`src/hw/rtl/keyed_slot_table_lookup_or_allocate_core_assert.svh`:
```
// ----------------------------------------------------------------------------
// Keyed slot table assertion macros
// Concurrent assertion helpers; they compile to nothing when SYNTH is set.
// ----------------------------------------------------------------------------
`ifndef KEYED_SLOT_TABLE_LOOKUP_OR_ALLOCATE_CORE_ASSERT_SVH
`define KEYED_SLOT_TABLE_LOOKUP_OR_ALLOCATE_CORE_ASSERT_SVH

`ifndef SYNTH
// Same-cycle implication, disabled during reset.
`define KSL_ASSERT_IMP(lbl, clk, rst_n, ante, cons, msg) \
  lbl: assert property (@(posedge clk) disable iff (!rst_n) (ante) |-> (cons)) \
    else $error(msg);
// Next-cycle implication, disabled during reset.
`define KSL_ASSERT_NXT(lbl, clk, rst_n, ante, cons, msg) \
  lbl: assert property (@(posedge clk) disable iff (!rst_n) (ante) |=> (cons)) \
    else $error(msg);
`else
`define KSL_ASSERT_IMP(lbl, clk, rst_n, ante, cons, msg)
`define KSL_ASSERT_NXT(lbl, clk, rst_n, ante, cons, msg)
`endif

`endif

```
`src/hw/rtl/ksl_pkg.sv`:
```
// ----------------------------------------------------------------------------
// Keyed slot table package
// Beat types, request and status codes, and the token that walks the cells.
// ----------------------------------------------------------------------------
package ksl_pkg;

  localparam logic [15:0] FREE_KEY = 16'hFFFF;

  localparam logic [1:0] REQ_INSERT = 2'd0;
  localparam logic [1:0] REQ_LOOKUP = 2'd1;
  localparam logic [1:0] REQ_REMOVE = 2'd2;
  localparam logic [1:0] REQ_CLEAR  = 2'd3;

  localparam logic [1:0] ST_HIT     = 2'd0;
  localparam logic [1:0] ST_ALLOC   = 2'd1;
  localparam logic [1:0] ST_MISS    = 2'd2;
  localparam logic [1:0] ST_CLEARED = 2'd3;

  localparam logic [2:0] CFG_ADDR_ACTIVE = 3'd0;

  typedef struct packed {
    logic [1:0]  req_type;
    logic [15:0] key;
  } req_t;

  typedef struct packed {
    logic [1:0] status;
    logic [3:0] slot_index;
  } rsp_t;

  // Request state handed from one cell to the next.
  typedef struct packed {
    logic        valid;
    logic [1:0]  req_type;
    logic [15:0] key;
    logic        found;
    logic        free_seen;
  } ksl_token_t;

endpackage

```
`src/hw/rtl/ksl_cell.sv`:
```
// ----------------------------------------------------------------------------
// Keyed slot table cell
// Holds one slot key, checks the passing request against it and forwards it.
// ----------------------------------------------------------------------------
module ksl_cell #(
  parameter int unsigned IDX = 0,
  parameter int unsigned IW  = 4
) (
  input  logic                clk_i,
  input  logic                rst_ni,
  input  logic [4:0]          active_slots_i,
  input  ksl_pkg::ksl_token_t tok_i,
  input  logic [IW-1:0]       found_idx_i,
  input  logic [IW-1:0]       free_idx_i,
  output ksl_pkg::ksl_token_t tok_o,
  output logic [IW-1:0]       found_idx_o,
  output logic [IW-1:0]       free_idx_o,
  input  logic                wr_en_i,
  input  logic [IW-1:0]       wr_idx_i,
  input  logic [15:0]         wr_key_i
);
  import ksl_pkg::*;

  logic        active;
  logic        hit;
  logic        is_free;
  logic [15:0] key_q, key_d;
  ksl_token_t  tok_q, tok_d;
  logic [IW-1:0] found_idx_q, found_idx_d;
  logic [IW-1:0] free_idx_q, free_idx_d;

  assign active  = IDX < 32'(active_slots_i);
  assign hit     = active && (tok_i.key != FREE_KEY) && (key_q == tok_i.key) && !tok_i.found;
  assign is_free = active && (key_q == FREE_KEY) && !tok_i.free_seen;

  always_comb begin
    tok_d           = tok_i;
    tok_d.found     = tok_i.found | hit;
    tok_d.free_seen = tok_i.free_seen | is_free;
    found_idx_d     = hit ? IW'(IDX) : found_idx_i;
    free_idx_d      = is_free ? IW'(IDX) : free_idx_i;

    key_d = key_q;
    if (tok_i.valid && (tok_i.req_type == REQ_REMOVE) && hit) begin
      key_d = FREE_KEY;
    end
    if (tok_i.valid && (tok_i.req_type == REQ_CLEAR) && active) begin
      key_d = FREE_KEY;
    end
    // Allocation is written back once the request has left the chain.
    if (wr_en_i && (wr_idx_i == IW'(IDX))) begin
      key_d = wr_key_i;
    end
  end

  always_ff @(posedge clk_i or negedge rst_ni) begin
    if (!rst_ni) begin
      key_q <= FREE_KEY;
      tok_q <= '0;
    end else begin
      key_q <= key_d;
      tok_q <= tok_d;
    end
  end

  always_ff @(posedge clk_i) begin
    found_idx_q <= found_idx_d;
    free_idx_q  <= free_idx_d;
  end

  assign tok_o       = tok_q;
  assign found_idx_o = found_idx_q;
  assign free_idx_o  = free_idx_q;

endmodule

```
`src/hw/rtl/keyed_slot_table_lookup_or_allocate_core.sv`:
```
// ----------------------------------------------------------------------------
// Keyed slot table lookup or allocate core
//
//   Channel   Signals                              Direction
//   in        in_valid_i / in_ready_o / in_data_i   request beat in
//   out       out_valid_o / out_ready_i / out_data_o result beat out
//   cfg       psel penable pwrite paddr pwdata ...  APB register port
//
// A request walks the row of slot cells one cell per cycle. A new request is
// taken only after the previous result has left the chain and reached the
// output register, so only one request is ever in the chain.
// An allocation is written back as the request leaves the last cell.
// Reset marks every slot free and sets active_slots to 16; no clearing pass.
// A stalled result waits in a hold register while the chain stays empty.
// ----------------------------------------------------------------------------
`include "keyed_slot_table_lookup_or_allocate_core_assert.svh"

module keyed_slot_table_lookup_or_allocate_core #(
  parameter int unsigned SLOTS = 16
) (
  input  logic           clk_i,
  input  logic           rst_ni,
  input  logic           in_valid_i,
  output logic           in_ready_o,
  input  ksl_pkg::req_t  in_data_i,
  output logic           out_valid_o,
  input  logic           out_ready_i,
  output ksl_pkg::rsp_t  out_data_o,
  input  logic           psel,
  input  logic           penable,
  input  logic           pwrite,
  input  logic [2:0]     paddr,
  input  logic [31:0]    pwdata,
  output logic [31:0]    prdata,
  output logic           pready
);
  import ksl_pkg::*;

  localparam int unsigned IW = (SLOTS > 1) ? $clog2(SLOTS) : 1;

  typedef enum logic [2:0] {
    S_IDLE = 3'b001,
    S_RUN  = 3'b010,
    S_HOLD = 3'b100
  } state_e;

  state_e     state_q, state_d;
  logic [4:0] active_q;
  rsp_t       out_q, out_d;
  logic       out_valid_q, out_valid_d;
  rsp_t       hold_q, hold_d;

  ksl_token_t    tok       [SLOTS+1];
  logic [IW-1:0] found_idx [SLOTS+1];
  logic [IW-1:0] free_idx  [SLOTS+1];
  logic [SLOTS-1:0] chain_valid;

  ksl_token_t    exit_tok;
  rsp_t          res;
  logic          wr_en;
  logic [IW-1:0] wr_idx;
  logic [IW+3:0] found_ext, free_ext;
  logic          out_free;

  // Configuration port.
  assign pready = 1'b1;
  always_ff @(posedge clk_i or negedge rst_ni) begin
    if (!rst_ni) begin
      active_q <= 5'd16;
    end else if (psel && penable && pwrite && (paddr[2] == CFG_ADDR_ACTIVE[2])) begin
      active_q <= pwdata[4:0];
    end
  end
  assign prdata = (paddr[2] == CFG_ADDR_ACTIVE[2]) ? {27'd0, active_q} : 32'd0;

  // Head of the chain.
  assign in_ready_o         = (state_q == S_IDLE);
  assign tok[0].valid       = in_valid_i && in_ready_o;
  assign tok[0].req_type    = in_data_i.req_type;
  assign tok[0].key         = in_data_i.key;
  assign tok[0].found       = 1'b0;
  assign tok[0].free_seen   = 1'b0;
  assign found_idx[0]       = '0;
  assign free_idx[0]        = '0;

  for (genvar g = 0; g < SLOTS; g++) begin : g_cell
    ksl_cell #(
      .IDX(g),
      .IW (IW)
    ) u_cell (
      .clk_i         (clk_i),
      .rst_ni        (rst_ni),
      .active_slots_i(active_q),
      .tok_i         (tok[g]),
      .found_idx_i   (found_idx[g]),
      .free_idx_i    (free_idx[g]),
      .tok_o         (tok[g+1]),
      .found_idx_o   (found_idx[g+1]),
      .free_idx_o    (free_idx[g+1]),
      .wr_en_i       (wr_en),
      .wr_idx_i      (wr_idx),
      .wr_key_i      (exit_tok.key)
    );
    assign chain_valid[g] = tok[g+1].valid;
  end

  // Tail of the chain: form the result beat and the allocation write.
  assign exit_tok  = tok[SLOTS];
  assign found_ext = {4'd0, found_idx[SLOTS]};
  assign free_ext  = {4'd0, free_idx[SLOTS]};
  assign wr_idx    = free_idx[SLOTS];
  assign wr_en     = exit_tok.valid && (exit_tok.req_type == REQ_INSERT) &&
                     !exit_tok.found && exit_tok.free_seen && (exit_tok.key != FREE_KEY);

  always_comb begin
    res.status     = ST_MISS;
    res.slot_index = 4'd0;
    if (exit_tok.req_type == REQ_CLEAR) begin
      res.status = ST_CLEARED;
    end else if (exit_tok.found) begin
      res.status     = ST_HIT;
      res.slot_index = found_ext[3:0];
    end else if (exit_tok.req_type == REQ_INSERT && exit_tok.free_seen &&
                 exit_tok.key != FREE_KEY) begin
      res.status     = ST_ALLOC;
      res.slot_index = free_ext[3:0];
    end
  end

  assign out_free = !out_valid_q || out_ready_i;

  always_comb begin
    state_d     = state_q;
    out_d       = out_q;
    hold_d      = hold_q;
    out_valid_d = out_valid_q && !out_ready_i;
    unique case (state_q)
      S_IDLE: begin
        if (tok[0].valid) begin
          state_d = S_RUN;
        end
      end
      S_RUN: begin
        if (exit_tok.valid) begin
          if (out_free) begin
            out_d       = res;
            out_valid_d = 1'b1;
            state_d     = S_IDLE;
          end else begin
            hold_d  = res;
            state_d = S_HOLD;
          end
        end
      end
      S_HOLD: begin
        if (out_free) begin
          out_d       = hold_q;
          out_valid_d = 1'b1;
          state_d     = S_IDLE;
        end
      end
      default: begin
        state_d = S_IDLE;
      end
    endcase
  end

  always_ff @(posedge clk_i or negedge rst_ni) begin
    if (!rst_ni) begin
      state_q     <= S_IDLE;
      out_valid_q <= 1'b0;
    end else begin
      state_q     <= state_d;
      out_valid_q <= out_valid_d;
    end
  end

  always_ff @(posedge clk_i) begin
    out_q  <= out_d;
    hold_q <= hold_d;
  end

  assign out_valid_o = out_valid_q;
  assign out_data_o  = out_q;

  `KSL_ASSERT_IMP(a_one_token, clk_i, rst_ni, 1'b1, $onehot0(chain_valid), "two requests in chain")
  `KSL_ASSERT_IMP(a_ready_empty, clk_i, rst_ni, in_ready_o, chain_valid == '0, "ready while busy")
  `KSL_ASSERT_NXT(a_exit_out, clk_i, rst_ni, exit_tok.valid, out_valid_o, "result not presented")

endmodule
```
`config.mk`:
```
export PLATFORM = sky130hd
export DESIGN_NAME = keyed_slot_table_lookup_or_allocate_core
export DESIGN_NICKNAME = d
export VERILOG_FILES = /design/src/hw/rtl/ksl_pkg.sv /design/src/hw/rtl/ksl_cell.sv /design/src/hw/rtl/keyed_slot_table_lookup_or_allocate_core.sv
export VERILOG_INCLUDE_DIRS = /design/src /design/src/hw/rtl
export SDC_FILE = /design/constraint.sdc
export NUM_CORES = 1
export LEC_CHECK = 0
export BUFFER_PORTS_ARGS = -buffer_cell sky130_fd_sc_hd__buf_4
export CAP_MARGIN = 30
export CORE_MARGIN = 2
export CORE_UTILIZATION = 40
export CTS_CLUSTER_SIZE = 14
export DETAILED_ROUTE_END_ITERATION = 10
export PLACE_DENSITY = 0.58
export SYNTH_ARGS = -nofsm -noshare
export SYNTH_HDL_FRONTEND = slang
export SYNTH_HIERARCHICAL = 1
export SYNTH_SLANG_ARGS = --single-unit
```
`constraint.sdc`:
```
create_clock -name clk_i -period 4.8 [get_ports clk_i]
set_input_delay 0.96 -clock clk_i [delete_from_list [all_inputs] [get_ports clk_i]]
set_output_delay 0.96 -clock clk_i [all_outputs]
set_load 0.005 [all_outputs]
```
==> flow_metrics.py <==
metrics = {
    "timing": {
        "tightest_slew_ns": 1.07,
        "hold_violations": 0,
        "fmax_mhz": 278,
        "final.period_utilization_pct": 74.9,
        "relSlewSlack_pct": 28.4,
        "setup_viol": 0,
        "skew_ns": 0.0235,
        "fin_crit_ns": 3.60,
        "finalSetupTns_ns": 0,
        "drv_slew": 0,
        "rsz0062_at_grt": "false",
    },
    "place": {
        "dp_hpwl_um": 62300,
        "port_buffers": 43,
        "dpl-instance-area_mm2": 0.0340,
        "place.gp.congestion": 0.899,
    },
    "synthesis": {
        "yosysWarnings": 6,
        "synth-edff-count": 12,
        "syn_avg_cell_area_um2": 11.9,
        "synth-async-reset-ratio_pct": 81.1,
        "ys_ff_latch": 741,
        "syn_area_mm2": 0.0326,
        "ys_seq_area_share_pct": 56.1,
        "ys_types": 84,
        "synth_cells": 2748,
        "yosys_most_used_dff": "dfrtp_1",
    },
    "final_layout": {
        "mostFrequentLayoutCell": "dfrtp_1",
        "design_area_mm2": 0.0368,
        "drive_above_1_share_pct": 24.6,
        "fillers": 7238,
        "fin_util_pct": 45.7,
        "antenna_cells": 0,
        "area_growth_syn_to_layout_pct": 13.1,
        "nets": 2869,
        "mostFrequentLayoutCells": "dfrtp_1 (343), dfstp_2 (258), xor2_1 (219)",
    },
    "run_status": {
        "outcome": "finished clean",
    },
    "setup_path": {
        "cp_cell_sequence": "nand4_1 -> nor4_4 -> or3_2 -> nor2_4 -> nand3_1 -> o22ai_2 -> o21ai_0 -> o21ai_0",
        "regToRegSetupSlack_ns": 1.20,
        "arrival_ns": 4.11,
        "end_kind": "flop",
        "path_max_fanout": 17,
        "crit_slowest_cell": "o22ai_2",
        "r2r_start": "g_cell[15].u_cell/tok_o[6]$_DFF_PN0_",
        "startpoint_type": "flop",
        "setup.worst_path.start": "g_cell[15].u_cell/tok_o[6]$_DFF_PN0_",
        "r2r-end": "g_cell[3].u_cell/key_q[2]$_DFFE_PN1P_",
        "required_ns": 5.31,
        "crit_type": "flop to flop",
        "cpPeakStageDelay_ns": 0.73,
        "crit_top_cell": "o21ai_0",
        "worstRegToRegCells": 8,
    },
    "clocking": {
        "htree_levels": 3,
        "root_buffer": "clkbuf_16",
        "clock-sinks": 741,
        "clkTransAtPathRegs_ns": 0.06,
        "clock_latency_ns": 0.64,
        "ctsResizeCount": 0,
        "cts_hold_buf": 0,
        "cts_tree": "yes",
        "clock_path_buffers": 3,
        "cts_buffers": 80,
        "post_cts_buffers": 0,
    },
    "grt": {
        "antenna_found_initial": 2,
        "grt_pass1_wl_um": 149000,
        "grt_pass1_vias": 23949,
        "track_usage_pct": 23.2,
        "grt-ovfl-total": 0,
        "grt_max_degree": 137,
    },
    "drt": {
        "finalWirelength_um": 97400,
        "dr.pass1.iters": 6,
        "ant_nets": 0,
        "wl_per_cell_um": 24.7,
        "drc": 0,
        "drtIter0Drc": 2070,
        "via_per_inst": 6.06,
        "vias": 23873,
    },
    "floorplan": {
        "start_util_pct": 40.4,
        "coreArea_mm2": 0.0805,
        "ios": 101,
        "die_y_um": 289,
        "die-area_mm2": 0.0837,
        "rows": 104,
        "chipWidth_um": 289,
    },
    "flow_run": {
        "drv_cap": 0,
    },
    "power_and_ir_drop": {
        "vdd_drop_max_mv": 0.293,
        "p_leak_nw": 13.6,
        "power_density_mw_per_mm2": 576,
    },
    "worst_hold_path": {
        "hold_path_class": "input port to asynchronous set/reset pin",
    },
}
[metal layers]
layer / GRT usage (%) / vias up / wire length, um
li1: - / 10398 / -
met1: 30.5 / 12276 / 40800
met2: 38.0 / 978 / 46500
met3: 3.83 / 221 / 6050
met4: 9.77 / 0 / 3940
met5: 0 / - / 0
[report_power, final]
group	leakage, nW	switching, mW	total (mW)	internal [mW]
sequential	7.92	1.58	10.1	8.54
combinational	4.29	2.55	4.66	2.12
clock	1.36	2.62	6.46	3.83
[flip-flops by register name, indices dropped and copies added, names as in the netlist]
register,count
hold_q,6
active_q,5
out_data_o,6
g_cell.u_cell/free_idx_o,64
g_cell.u_cell/found_idx_o,64
g_cell.u_cell/key_q,256
state_q,3
g_cell.u_cell/tok_o,336
out_valid_o,1
[synthesized netlist by cell type, types with 6 or more instances]
cell | count | area share [%]
or4_1 | 13 | 0.30
nand2b_1 | 39 | 0.75
or3_1 | 18 | 0.35
a21oi_1 | 22 | 0.34
a21oi_4 | 11 | 0.55
o31a_1 | 30 | 0.81
xor2_1 | 219 | 5.9
nor4_4 | 13 | 0.85
o2111ai_1 | 80 | 2.2
buf_4 | 43 | 0.99
o21bai_1 | 48 | 1.1
nand3b_1 | 62 | 1.4
nand4_1 | 184 | 3.5
o31ai_1 | 76 | 1.8
nor2b_1 | 6 | 0.12
dfxtp_1 | 128 | 7.9
o21ai_0 | 49 | 0.75
buf_6 | 25 | 0.86
dfrtp_1 | 343 | 26
clkbuf_1 | 78 | 0.90
a21oi_2 | 9 | 0.24
nor3_1 | 115 | 1.8
nor4_1 | 29 | 0.56
edfxtp_1 | 12 | 1.1
mux2_2 | 9 | 0.31
buf_2 | 30 | 0.46
nand2_1 | 48 | 0.55
o31ai_2 | 20 | 0.77
o21ai_1 | 50 | 0.77
nor4_2 | 20 | 0.77
nand3_1 | 27 | 0.41
nor2_1 | 213 | 2.5
dfstp_2 | 258 | 21
and2_1 | 40 | 0.77
o41ai_1 | 9 | 0.24
inv_1 | 37 | 0.43
o2bb2ai_1 | 6 | 0.16
o41ai_2 | 75 | 3.7
o22ai_1 | 129 | 2.5
a21o_1 | 12 | 0.28
xnor2_1 | 37 | 0.99
[through the flow]
stage          hold WS, ns  power [mW]  setup slack [ns]  std cells
4_1_cts              0.321        21.3              1.30       3933
2_1_floorplan        0.366        13.1              1.36       2790
3_5_place_dp         0.386        14.8              1.29       3783
5_1_grt              0.361        22.2             0.955       3937
3_3_place_gp         0.386        14.6              1.40       3769
6_report             0.325        21.2              1.20       3937
[cells by family after synthesis]
family	Yosys count	share of synthesized area, %
AOI/OAI and AO/OA	650	16.8
xor gates and xnor gates	256	6.88
buffers and inverters	218	3.75
DFF	741	56.1
muxes	9	0.311
other	2	0.0231
and+or+nand+nor	872	16.1
[final cells by class]
type | count | area, um^2 | share of cell area (%)
Tap cell | 1060 | 1330 | 3.60
Inverter | 39 | 146 | 0.397
Clock inverter | 48 | 552 | 1.50
Sequential cell | 741 | 18300 | 49.6
Timing Repair Buffer | 116 | 1040 | 2.84
Multi-Input combinational cell | 1831 | 13200 | 36.0
Clock buffer | 102 | 2240 | 6.08
[worst max path at each step]
stage                                                    endpoint  slack, ns  cells past startpoint
after floorplan           g_cell[11].u_cell/key_q[10]$_DFFE_PN1P_       1.36                      9
after global placement      g_cell[7].u_cell/key_q[6]$_DFFE_PN1P_       1.40                      8
after detailed placement    g_cell[7].u_cell/key_q[6]$_DFFE_PN1P_       1.29                      8
after CTS                   g_cell[7].u_cell/key_q[6]$_DFFE_PN1P_       1.30                      8
after global routing        g_cell[3].u_cell/key_q[2]$_DFFE_PN1P_       0.96                      8
final                       g_cell[3].u_cell/key_q[2]$_DFFE_PN1P_       1.20                      8
[worst max-delay path, delay by kind of cell (launching register included)]
family	cells	cell delay (ns)
simple gates	5	2.02
compound gates	3	1.04
flops	1	0.38
Power figures use the tool's default switching activity.
